<file path="config.mk">
export PLATFORM = sky130hd
export DESIGN_NAME = index_table_sort_unit
export DESIGN_NICKNAME = d
export VERILOG_FILES = /design/src/rtl/itsu_pkg.sv /design/src/rtl/itsu_ctrl.sv /design/src/rtl/itsu_datapath.sv /design/src/rtl/index_table_sort_unit.sv
export SDC_FILE = /design/constraint.sdc
export NUM_CORES = 2
export LEC_CHECK = 0
export BUFFER_PORTS_ARGS = -buffer_cell sky130_fd_sc_hd__buf_2
export CELL_PAD_IN_SITES_DETAIL_PLACEMENT = 1
export CELL_PAD_IN_SITES_GLOBAL_PLACEMENT = 2
export CORE_MARGIN = 8
export CORE_UTILIZATION = 40
export CTS_CLUSTER_DIAMETER = 60
export CTS_CLUSTER_SIZE = 20
export DETAILED_ROUTE_END_ITERATION = 10
export GPL_ROUTABILITY_DRIVEN = 0
export PLACE_DENSITY = 0.77
export SYNTH_ARGS = -nofsm -noshare
export SYNTH_HDL_FRONTEND = slang
export SYNTH_HIERARCHICAL = 1
export SYNTH_SLANG_ARGS = --single-unit
</file>
<file path="constraint.sdc">
create_clock -name clk -period 5.28 [get_ports clk]
set_input_delay 0.792 -clock clk [delete_from_list [all_inputs] [get_ports clk]]
set_output_delay 0.792 -clock clk [all_outputs]
set_load 0.02 [all_outputs]
</file>
<file path="src/rtl/itsu_pkg.sv">
// ----------------------------------------------------------------------------
// itsu_pkg
// Shared types and constants for the index table sort unit.
// ----------------------------------------------------------------------------
package itsu_pkg;

    localparam int CAPACITY = 32;                      // cells in the chain, 2..127
    localparam int CNT_W    = $clog2(CAPACITY + 1);    // fill count, holds CAPACITY
    localparam int IDX_W    = $clog2(CAPACITY);        // load index, 0..CAPACITY-1
    localparam int VAL_W    = 32;
    localparam int POS_W    = 7;
    localparam int OUT_W    = 8;                       // POS_W padded to a byte

    typedef enum logic [0:0] {
        ST_LOAD,
        ST_EMIT
    } state_t;

    // controller -> datapath
    typedef struct packed {
        logic load;     // insert s_tdata into the chain
        logic shift;    // pop the chain head
    } cmd_t;

    // datapath -> controller
    typedef struct packed {
        logic last_one; // one entry left
    } status_t;

endpackage

</file>
<file path="src/rtl/itsu_ctrl.sv">
// ----------------------------------------------------------------------------
// itsu_ctrl
// Load / emit sequencer for the index table sort unit.
// ----------------------------------------------------------------------------
module itsu_ctrl
    import itsu_pkg::*;
(
    input  logic    clk,
    input  logic    rst_n,
    input  logic    s_tvalid,
    input  logic    s_tlast,
    input  logic    m_tready,
    input  status_t status,
    output cmd_t    cmd,
    output logic    s_tready,
    output logic    m_tvalid
);

    state_t state_reg;
    state_t state_next;

    always_ff @(posedge clk or negedge rst_n)
    begin
        if (!rst_n)
        begin
            state_reg <= ST_LOAD;
        end
        else
        begin
            state_reg <= state_next;
        end
    end

    always_comb
    begin
        state_next = state_reg;
        unique case (state_reg)
            ST_LOAD:
            begin
                if (s_tvalid && s_tlast)
                begin
                    state_next = ST_EMIT;
                end
            end
            ST_EMIT:
            begin
                if (m_tready && status.last_one)
                begin
                    state_next = ST_LOAD;
                end
            end
            default:
            begin
                state_next = ST_LOAD;
            end
        endcase
    end

    always_comb
    begin
        cmd.load  = 1'b0;
        cmd.shift = 1'b0;
        s_tready  = 1'b0;
        m_tvalid  = 1'b0;
        unique case (state_reg)
            ST_LOAD:
            begin
                s_tready = 1'b1;
                cmd.load = s_tvalid;
            end
            ST_EMIT:
            begin
                m_tvalid  = 1'b1;
                cmd.shift = m_tready;
            end
            default:
            begin
                s_tready = 1'b0;
            end
        endcase
    end

endmodule

</file>
<file path="src/rtl/itsu_datapath.sv">
// ----------------------------------------------------------------------------
// itsu_datapath
// Insertion chain of (value, load index) cells kept in ascending order.
// ----------------------------------------------------------------------------
module itsu_datapath
    import itsu_pkg::*;
(
    input  logic                clk,
    input  logic                rst_n,
    input  cmd_t                cmd,
    input  logic [VAL_W-1:0]    value,
    output status_t             status,
    output logic [POS_W-1:0]    position
);

    logic signed [VAL_W-1:0] cell_val_reg  [CAPACITY];
    logic signed [VAL_W-1:0] cell_val_next [CAPACITY];
    logic [IDX_W-1:0]        cell_idx_reg  [CAPACITY];
    logic [IDX_W-1:0]        cell_idx_next [CAPACITY];
    logic [CNT_W-1:0]        count_reg;
    logic [CNT_W-1:0]        count_next;
    logic [CAPACITY-1:0]     gt;        // cell holds a value above the new one
    logic                    full;
    logic [IDX_W-1:0]        new_idx;

    assign full    = (count_reg == CNT_W'(CAPACITY));
    assign new_idx = count_reg[IDX_W-1:0];

    always_comb
    begin
        for (int i = 0; i < CAPACITY; i++)
        begin
            gt[i] = (CNT_W'(i) < count_reg) && (cell_val_reg[i] > $signed(value));
        end
    end

    always_comb
    begin
        count_next = count_reg;
        for (int i = 0; i < CAPACITY; i++)
        begin
            cell_val_next[i] = cell_val_reg[i];
            cell_idx_next[i] = cell_idx_reg[i];
        end
        if (cmd.load && !full)
        begin
            // ties stay ahead of the new entry: only strictly greater cells move up
            count_next = count_reg + CNT_W'(1);
            for (int i = 0; i < CAPACITY; i++)
            begin
                if (i > 0 && gt[(i > 0) ? i - 1 : 0])
                begin
                    cell_val_next[i] = cell_val_reg[(i > 0) ? i - 1 : 0];
                    cell_idx_next[i] = cell_idx_reg[(i > 0) ? i - 1 : 0];
                end
                else if (gt[i] || CNT_W'(i) == count_reg)
                begin
                    cell_val_next[i] = $signed(value);
                    cell_idx_next[i] = new_idx;
                end
            end
        end
        else if (cmd.shift)
        begin
            count_next = count_reg - CNT_W'(1);
            for (int i = 0; i < CAPACITY - 1; i++)
            begin
                cell_val_next[i] = cell_val_reg[i + 1];
                cell_idx_next[i] = cell_idx_reg[i + 1];
            end
        end
    end

    always_ff @(posedge clk or negedge rst_n)
    begin
        if (!rst_n)
        begin
            count_reg <= '0;
        end
        else
        begin
            count_reg <= count_next;
        end
    end

    always_ff @(posedge clk)
    begin
        for (int i = 0; i < CAPACITY; i++)
        begin
            cell_val_reg[i] <= cell_val_next[i];
            cell_idx_reg[i] <= cell_idx_next[i];
        end
    end

    assign status.last_one = (count_reg == CNT_W'(1));
    assign position        = POS_W'(cell_idx_reg[0]) + POS_W'(1);

endmodule

</file>
<file path="src/rtl/index_table_sort_unit.sv">
// ----------------------------------------------------------------------------
// index_table_sort_unit
// Index table (argsort) over a set of signed 32-bit values, stable on ties.
// ----------------------------------------------------------------------------
//  channel  | dir | tdata                     | tlast
//  ---------+-----+---------------------------+-----------------------------
//  s_axis   | in  | [31:0] value (signed)     | final_element, ends the set
//  m_axis   | out | [6:0] position, [7] zero  | final_position, last index
//
//  Load: one beat per cycle; each value goes into a sorted register chain in
//  the cycle it is taken. Emit: after the tlast beat, N result beats (N =
//  values held, at most CAPACITY), one per cycle while m_tready is high, from
//  the chain head; input is stalled during emit. Beats past CAPACITY are
//  dropped, but their tlast still ends the set. Reset (async) empties
//  the chain.
// ----------------------------------------------------------------------------
module index_table_sort_unit
    import itsu_pkg::*;
(
    input  logic                clk,
    input  logic                rst_n,
    input  logic                s_tvalid,
    output logic                s_tready,
    input  logic [VAL_W-1:0]    s_tdata,    // [31:0] value
    input  logic                s_tlast,
    output logic                m_tvalid,
    input  logic                m_tready,
    output logic [OUT_W-1:0]    m_tdata,    // [6:0] position, [7] zero pad
    output logic                m_tlast
);

    cmd_t             cmd;
    status_t          status;
    logic [POS_W-1:0] position;

    itsu_ctrl u_ctrl (
        .clk      (clk),
        .rst_n    (rst_n),
        .s_tvalid (s_tvalid),
        .s_tlast  (s_tlast),
        .m_tready (m_tready),
        .status   (status),
        .cmd      (cmd),
        .s_tready (s_tready),
        .m_tvalid (m_tvalid)
    );

    itsu_datapath u_datapath (
        .clk      (clk),
        .rst_n    (rst_n),
        .cmd      (cmd),
        .value    (s_tdata),
        .status   (status),
        .position (position)
    );

    assign m_tdata = OUT_W'(position);
    assign m_tlast = status.last_one;

`ifndef SYNTH
    // load and emit never overlap
    assert property (@(posedge clk) disable iff (!rst_n) !(s_tready && m_tvalid))
        else $error("input and output active together");

    // the final result beat hands the unit back to loading
    assert property (@(posedge clk) disable iff (!rst_n)
        (m_tvalid && m_tready && m_tlast) |=> (s_tready && !m_tvalid))
        else $error("unit did not return to load after last beat");

    // a beat with tlast always opens an emit phase
    assert property (@(posedge clk) disable iff (!rst_n)
        (s_tvalid && s_tready && s_tlast) |=> m_tvalid)
        else $error("no results after final element");

    // positions count from one
    assert property (@(posedge clk) disable iff (!rst_n)
        m_tvalid |-> (m_tdata[6:0] != 7'd0))
        else $error("zero position emitted");
`endif

endmodule

</file>
# Word level (Yosys, flattened, before mapping)
# Memory sizes are Yosys's and may differ from the RTL's.
# Cells that the tools add are included.
[op_classes]
add_sub_neg = 3
magnitude_cmp = 64
n_eq_ne = 33
mux = 141
bitwise_logic = 1
reduce_logical = 70
[op_table]
columns = ["op", "count"]
rows = [
  ["32-bit two-way mux", 64],
  ["992-bit two-way mux", 2],
  ["32-bit > comparator", 32],
  ["5-bit two-way mux", 64],
  ["155-bit two-way mux", 2],
  ["5-bit by 6-bit equality test with 1-bit output, first input constant", 16],
  ["5-bit by 6-bit less-than comparator with 1-bit output, first input constant", 16],
  ["4-bit by 6-bit equality test with 1-bit output, first input constant", 8],
  ["4-bit by 6-bit less-than comparator with 1-bit output, first input constant", 8],
  ["1-bit logical AND", 35],
  ["1-bit logical OR", 32],
  ["3-bit by 6-bit equality test with 1-bit output, first input constant", 4],
  ["3-bit by 6-bit less-than comparator with 1-bit output, first input constant", 4],
  ["2-bit by 6-bit equality test with 1-bit output, first input constant", 2],
  ["1-bit by 6-bit less-than comparator with 1-bit output, first input constant", 2],
  ["2-bit by 6-bit less-than comparator with 1-bit output, first input constant", 2],
  ["6-bit two-way mux", 2],
  ["5-bit by 1-bit adder with 6-bit output, second input constant", 1],
  ["6-bit by 1-bit adder with 6-bit output, second input constant", 1],
  ["1-bit by 6-bit equality test with 1-bit output, first input constant", 1],
  ["6-bit by 1-bit equality test with 1-bit output, second input constant", 1],
  ["6-bit equality test, second input constant", 1],
  ["6-bit zero test", 1],
  ["1-bit two-way mux", 6],
  ["other kinds (5)", 5],
]
[totals]
ff_bits = 7
ramBits = 1184
out_inout_bits = 11
word_cells = 316
memories = 2
[memory_table]
columns = ["name", "words", "width", "rd", "rd_clocked_by_memory_dff", "wr", "line_no", "text"]
rows = [
  ["u_datapath.cell_val_reg", 32, 32, 32, 0, 32, "itsu_datapath.sv:16", "logic signed [VAL_W-1:0] cell_val_reg [CAPACITY];"],
  ["u_datapath.cell_idx_reg", 32, 5, 32, 0, 32, "itsu_datapath.sv:18", "logic [IDX_W-1:0] cell_idx_reg [CAPACITY];"],
]

# Depth between registers and ports, before layout
# An unclocked memory read counts as a cell.
[logic_depth]
ltp_word = 7
depth_mapped = 13
ltp_nobuf = 10

# By module
# The synthesis kept the hierarchy.
[modules_own_cells]
columns = ["module", "n_inst", "cells_per_inst", "area_each_um2", "seq_area_each_um2"]
rows = [
  ["itsu_datapath", 1, 8103, 82344.0, 35704.2],
  ["itsu_ctrl", 1, 6, 56.3, 25.0],
  ["index_table_sort_unit", 1, 2, 11.3, 0.0],
]

# Worst setup path before layout
# OpenSTA, ideal clock, no wires.
[synth_path]
kind = "input to register"
startpoint = "in s_tdata[7]"
endpoint = "mem u_datapath/cell_idx_reg[0][40] (netlist name) (enable)"
setup_ns = 0.453
arrival_time_ns = 5.674
t_required_ns = 4.827
setup_slack_ns = -0.847
cell_stages = 12
cell_sequence = "clkbuf_1 inv_1 ha_1 a41oi_1 o21ai_1 a221o_1 o31a_1 or3_1 a21o_1 buf_2 buf_6 a41oi_1"
[synth_lines]
columns = ["item", "line_no", "text"]
rows = [
  ["start, declared", "index_table_sort_unit.sv:24", "input logic [VAL_W-1:0] s_tdata,"],
  ["end, declared", "itsu_datapath.sv:18", ""],
]

==> flow_metrics.tcl <==
set metrics [dict create \
    status "finished, final reports clean" \
    htreeDepth 4 \
    leakagePower_uw 0.0385 \
    core_area_um2 205000 \
    r2r_slack_ps 1080 \
    criticalPathCategory "input pin to register" \
    ys_types 83 \
    netlist_instances 8111 \
    cp_cell_sequence "buf_2, inv_2, buf_4, ha_1, nand4_1, nor4_1, a21boi_0, o31a_1, nor3_1, o21ai_4, buf_4, mux2i_1, o21ai_0" \
    cp_max_fo 17 \
    rsz0062_at_grt "no" \
    cts_tree "built" \
    antenna_found_initial 14 \
    overflow 0 \
    rows 166 \
    critPathTopFamily "buffers and inverters" \
    grt_pass1_vias 70300 \
    crit_arrival_ps 4710 \
    placed_area_um2 88000 \
    ir_worst_vdd_mv 0.444 \
    finalCritPeriodShare_pct 79.7 \
    viasPerCell 6.38 \
    hold_path_class "input pin to register" \
    critPathCaptureType "register" \
    hold_viol 0 \
    wire_per_inst_um 30.8 \
    synth_xor_area_share_pct 0.0744 \
    drv_cap 0 \
    num_vias 69600 \
    chipHeight_um 470 \
    ys_dominant_reg_cell "edfxtp_1" \
    period_needed_ps 4210 \
    track_usage_pct 29.1 \
    ys_seq_area_share_pct 43.4 \
    critPathMaxStageDelay_ps 650 \
    cp-startpoint "s_tdata[9]" \
    syn_area_per_cell_um2 10.2 \
    fp.dieArea_um2 221000 \
    endpoint "u_datapath/cell_val_reg[0][488]" \
    fp.dieW_um 470 \
    cp_slowest_cell "nor4_1" \
    io_pins 48 \
    wirelength_um 336000 \
    portBuffers 45 \
    yosys.area_share.simple_pct 13.2 \
    dp_hpwl_um 253000 \
    r2r-end "u_datapath/cell_val_reg[0][140]" \
    synth_area_um2 82400 \
    netlist.area_leader.share_pct 43.1 \
    synth_compound_area_share_pct 14.9 \
    drive_above_1_share_pct 9.56 \
    clk_pin_slew_ps 60 \
    first_pass_iters 6 \
    finalClockSkew_ps 34.1 \
    setup.worst_path.start_class "input pin" \
    cts_buffers 146 \
    grt_max_degree 206 \
    cts_buffer_depth 3 \
    yosys_register_bits 1191 \
    path_buf_inv 4 \
    cp_common_cell "buf_4" \
    largest_reg_flops 1024 \
    worst_slew_pin_slew_ps 1350 \
    synth_top_family_by_area "adder cells" \
    critPathRequiredTime_ps 5790 \
    relSlewSlack_pct 9.54 \
    design_area_um2 92800 \
    grt_pass1_wl_um 488000 \
    setup_violations 0 \
    cts_root_buffer "clkbuf_16" \
    clk-insertion-delay-late_ps 810 \
    post_cts_buffers 0 \
    synth_area_leader_cell "edfxtp_1" \
    postRouteAntennaNets 0 \
    r2r_cells 5 \
    drv_slew 0 \
    drc 0 \
    final_nets 9173 \
    reg2reg_from "u_datapath/count_reg[3]" \
    synth_edf_count 1184 \
    power-per-cell-area_nw_per_um2 414 \
    clkSinkCount 1191 \
    synthToLayoutAreaGrowth_pct 12.6 \
    synth.area.mux_share_pct 9.59 \
    cts_hold_buf 1 \
    cp.depth 13 \
    synth_fp_nets 9177 \
    finish.utilization_pct 45.3 \
    initialDrtViolationCount 7144 \
    ctsResizeCount 0 \
    start_util_pct 40.2 \
    synth_area_leaders "edfxtp_1 (43%), ha_1 (16%), mux2i_1 (8.9%)" \
    yosys_warnings 6 \
    synth_fa_ha_area_share_pct 15.6 \
    async_reset_ff_share_pct 0.588 \
    timing.fmax_mhz 238 \
]
## layer usage
layer / up-vias / share of wire (%) / routed length, um / GRT usage (%)
met1: 35200 / 45 / 151000 / 41.6
met3: 612 / 7.0 / 23600 / 3.84
li1: 31000 / - / - / -
met4: 0 / 4.9 / 16400 / 12.3
met2: 2844 / 43 / 145000 / 44.2
met5: - / 0 / 0 / 0
## cells in the mapped netlist (61+ instances only)
| cell | count |
|---|---|
| nand2_1 | 1198 |
| ha_1 | 1029 |
| inv_1 | 98 |
| buf_2 | 104 |
| nand4_1 | 193 |
| a21o_1 | 92 |
| o21ai_0 | 620 |
| clkbuf_1 | 385 |
| mux2i_1 | 734 |
| o211ai_1 | 396 |
| a21oi_1 | 637 |
| nor2_1 | 289 |
| nand3_1 | 467 |
| nor3_1 | 61 |
| edfxtp_1 | 1184 |
## metrics by stage
stage / setup slack (ps) / hold slack (ps) / total power [uW] / std cells / setup TNS, ps
floorplan: -729 / 496 / 22600 / 8111 / -52810
global placement: 306 / 517 / 27400 / 10600 / 0
detailed placement: 288 / 523 / 27900 / 10600 / 0
CTS: 1090 / 142 / 38300 / 10900 / 0
global route: 909 / 173 / 40000 / 10900 / 0
finish: 1070 / 193 / 38400 / 10900 / 0
## area by class of cell
type | instances | area (um^2)
fillers | 22400 | 112000
diodes | 2 | 5.00
flip-flops and latches | 1191 | 35700
repair buffers | 408 | 3930
clock inverters | 102 | 978
multi-input cells | 6262 | 44600
clock buffers | 161 | 3790
well taps | 2688 | 3360
inverters | 98 | 368
## power breakdown
part / switching (uW) / total, uW / internal (uW)
combinational: 8660 / 13700 / 5050
sequential: 1760 / 14300 / 12600
clock: 4560 / 10300 / 5780
total: 15000 / 38400 / 23400
## cells in the final DEF, fill, tap and decap left out, types with 46 or more instances in the layout
| cell | netlist | layout |
|---|---|---|
| nand2_1 | 1198 | 1198 |
| o211ai_1 | 396 | 396 |
| ha_1 | 1029 | 1029 |
| nand4_1 | 193 | 193 |
| and4_1 | 46 | 46 |
| buf_12 | 1 | 78 |
| clkbuf_16 | 0 | 150 |
| nor3_1 | 61 | 60 |
| inv_1 | 98 | 67 |
| mux2i_1 | 734 | 730 |
| nand3_1 | 467 | 467 |
| edfxtp_1 | 1184 | 1184 |
| o21ai_0 | 620 | 620 |
| a21oi_1 | 637 | 629 |
| nor2_1 | 289 | 285 |
| a21o_1 | 92 | 91 |
| buf_4 | 14 | 284 |
| nor2b_1 | 47 | 47 |
## worst register-to-register path, delay by kind of cell (launching register included)
family / cells / cell delay, ps
and+or+nand+nor: 3 / 1690
AOI/OAI and AO/OA: 2 / 1370
DFF: 1 / 950
## kinds of logic after synthesis
logic type / count (synthesis)
AO/OA/AOI/OAI: 2034
XOR/XNOR: 7
adder cells (fa/ha/maj): 1029
buffers and inverters: 658
flip-flops: 1191
multiplexers: 781
other: 2
AND/OR/NAND/NOR: 2409
## worst min path at each step
stage	start	endpoint	depth (start not counted)
6_report	m_tready	u_ctrl/state_reg	2
2_1_floorplan	rst_n	u_ctrl/state_reg	0
3_3_place_gp	u_datapath/cell_idx_reg[1][76]	u_datapath/cell_idx_reg[1][71]	2
3_5_place_dp	u_datapath/cell_idx_reg[1][75]	u_datapath/cell_idx_reg[1][70]	2
4_1_cts	m_tready	u_ctrl/state_reg	2
5_1_grt	m_tready	u_ctrl/state_reg	2
No activity file was read; power rests on OpenSTA's default activity.
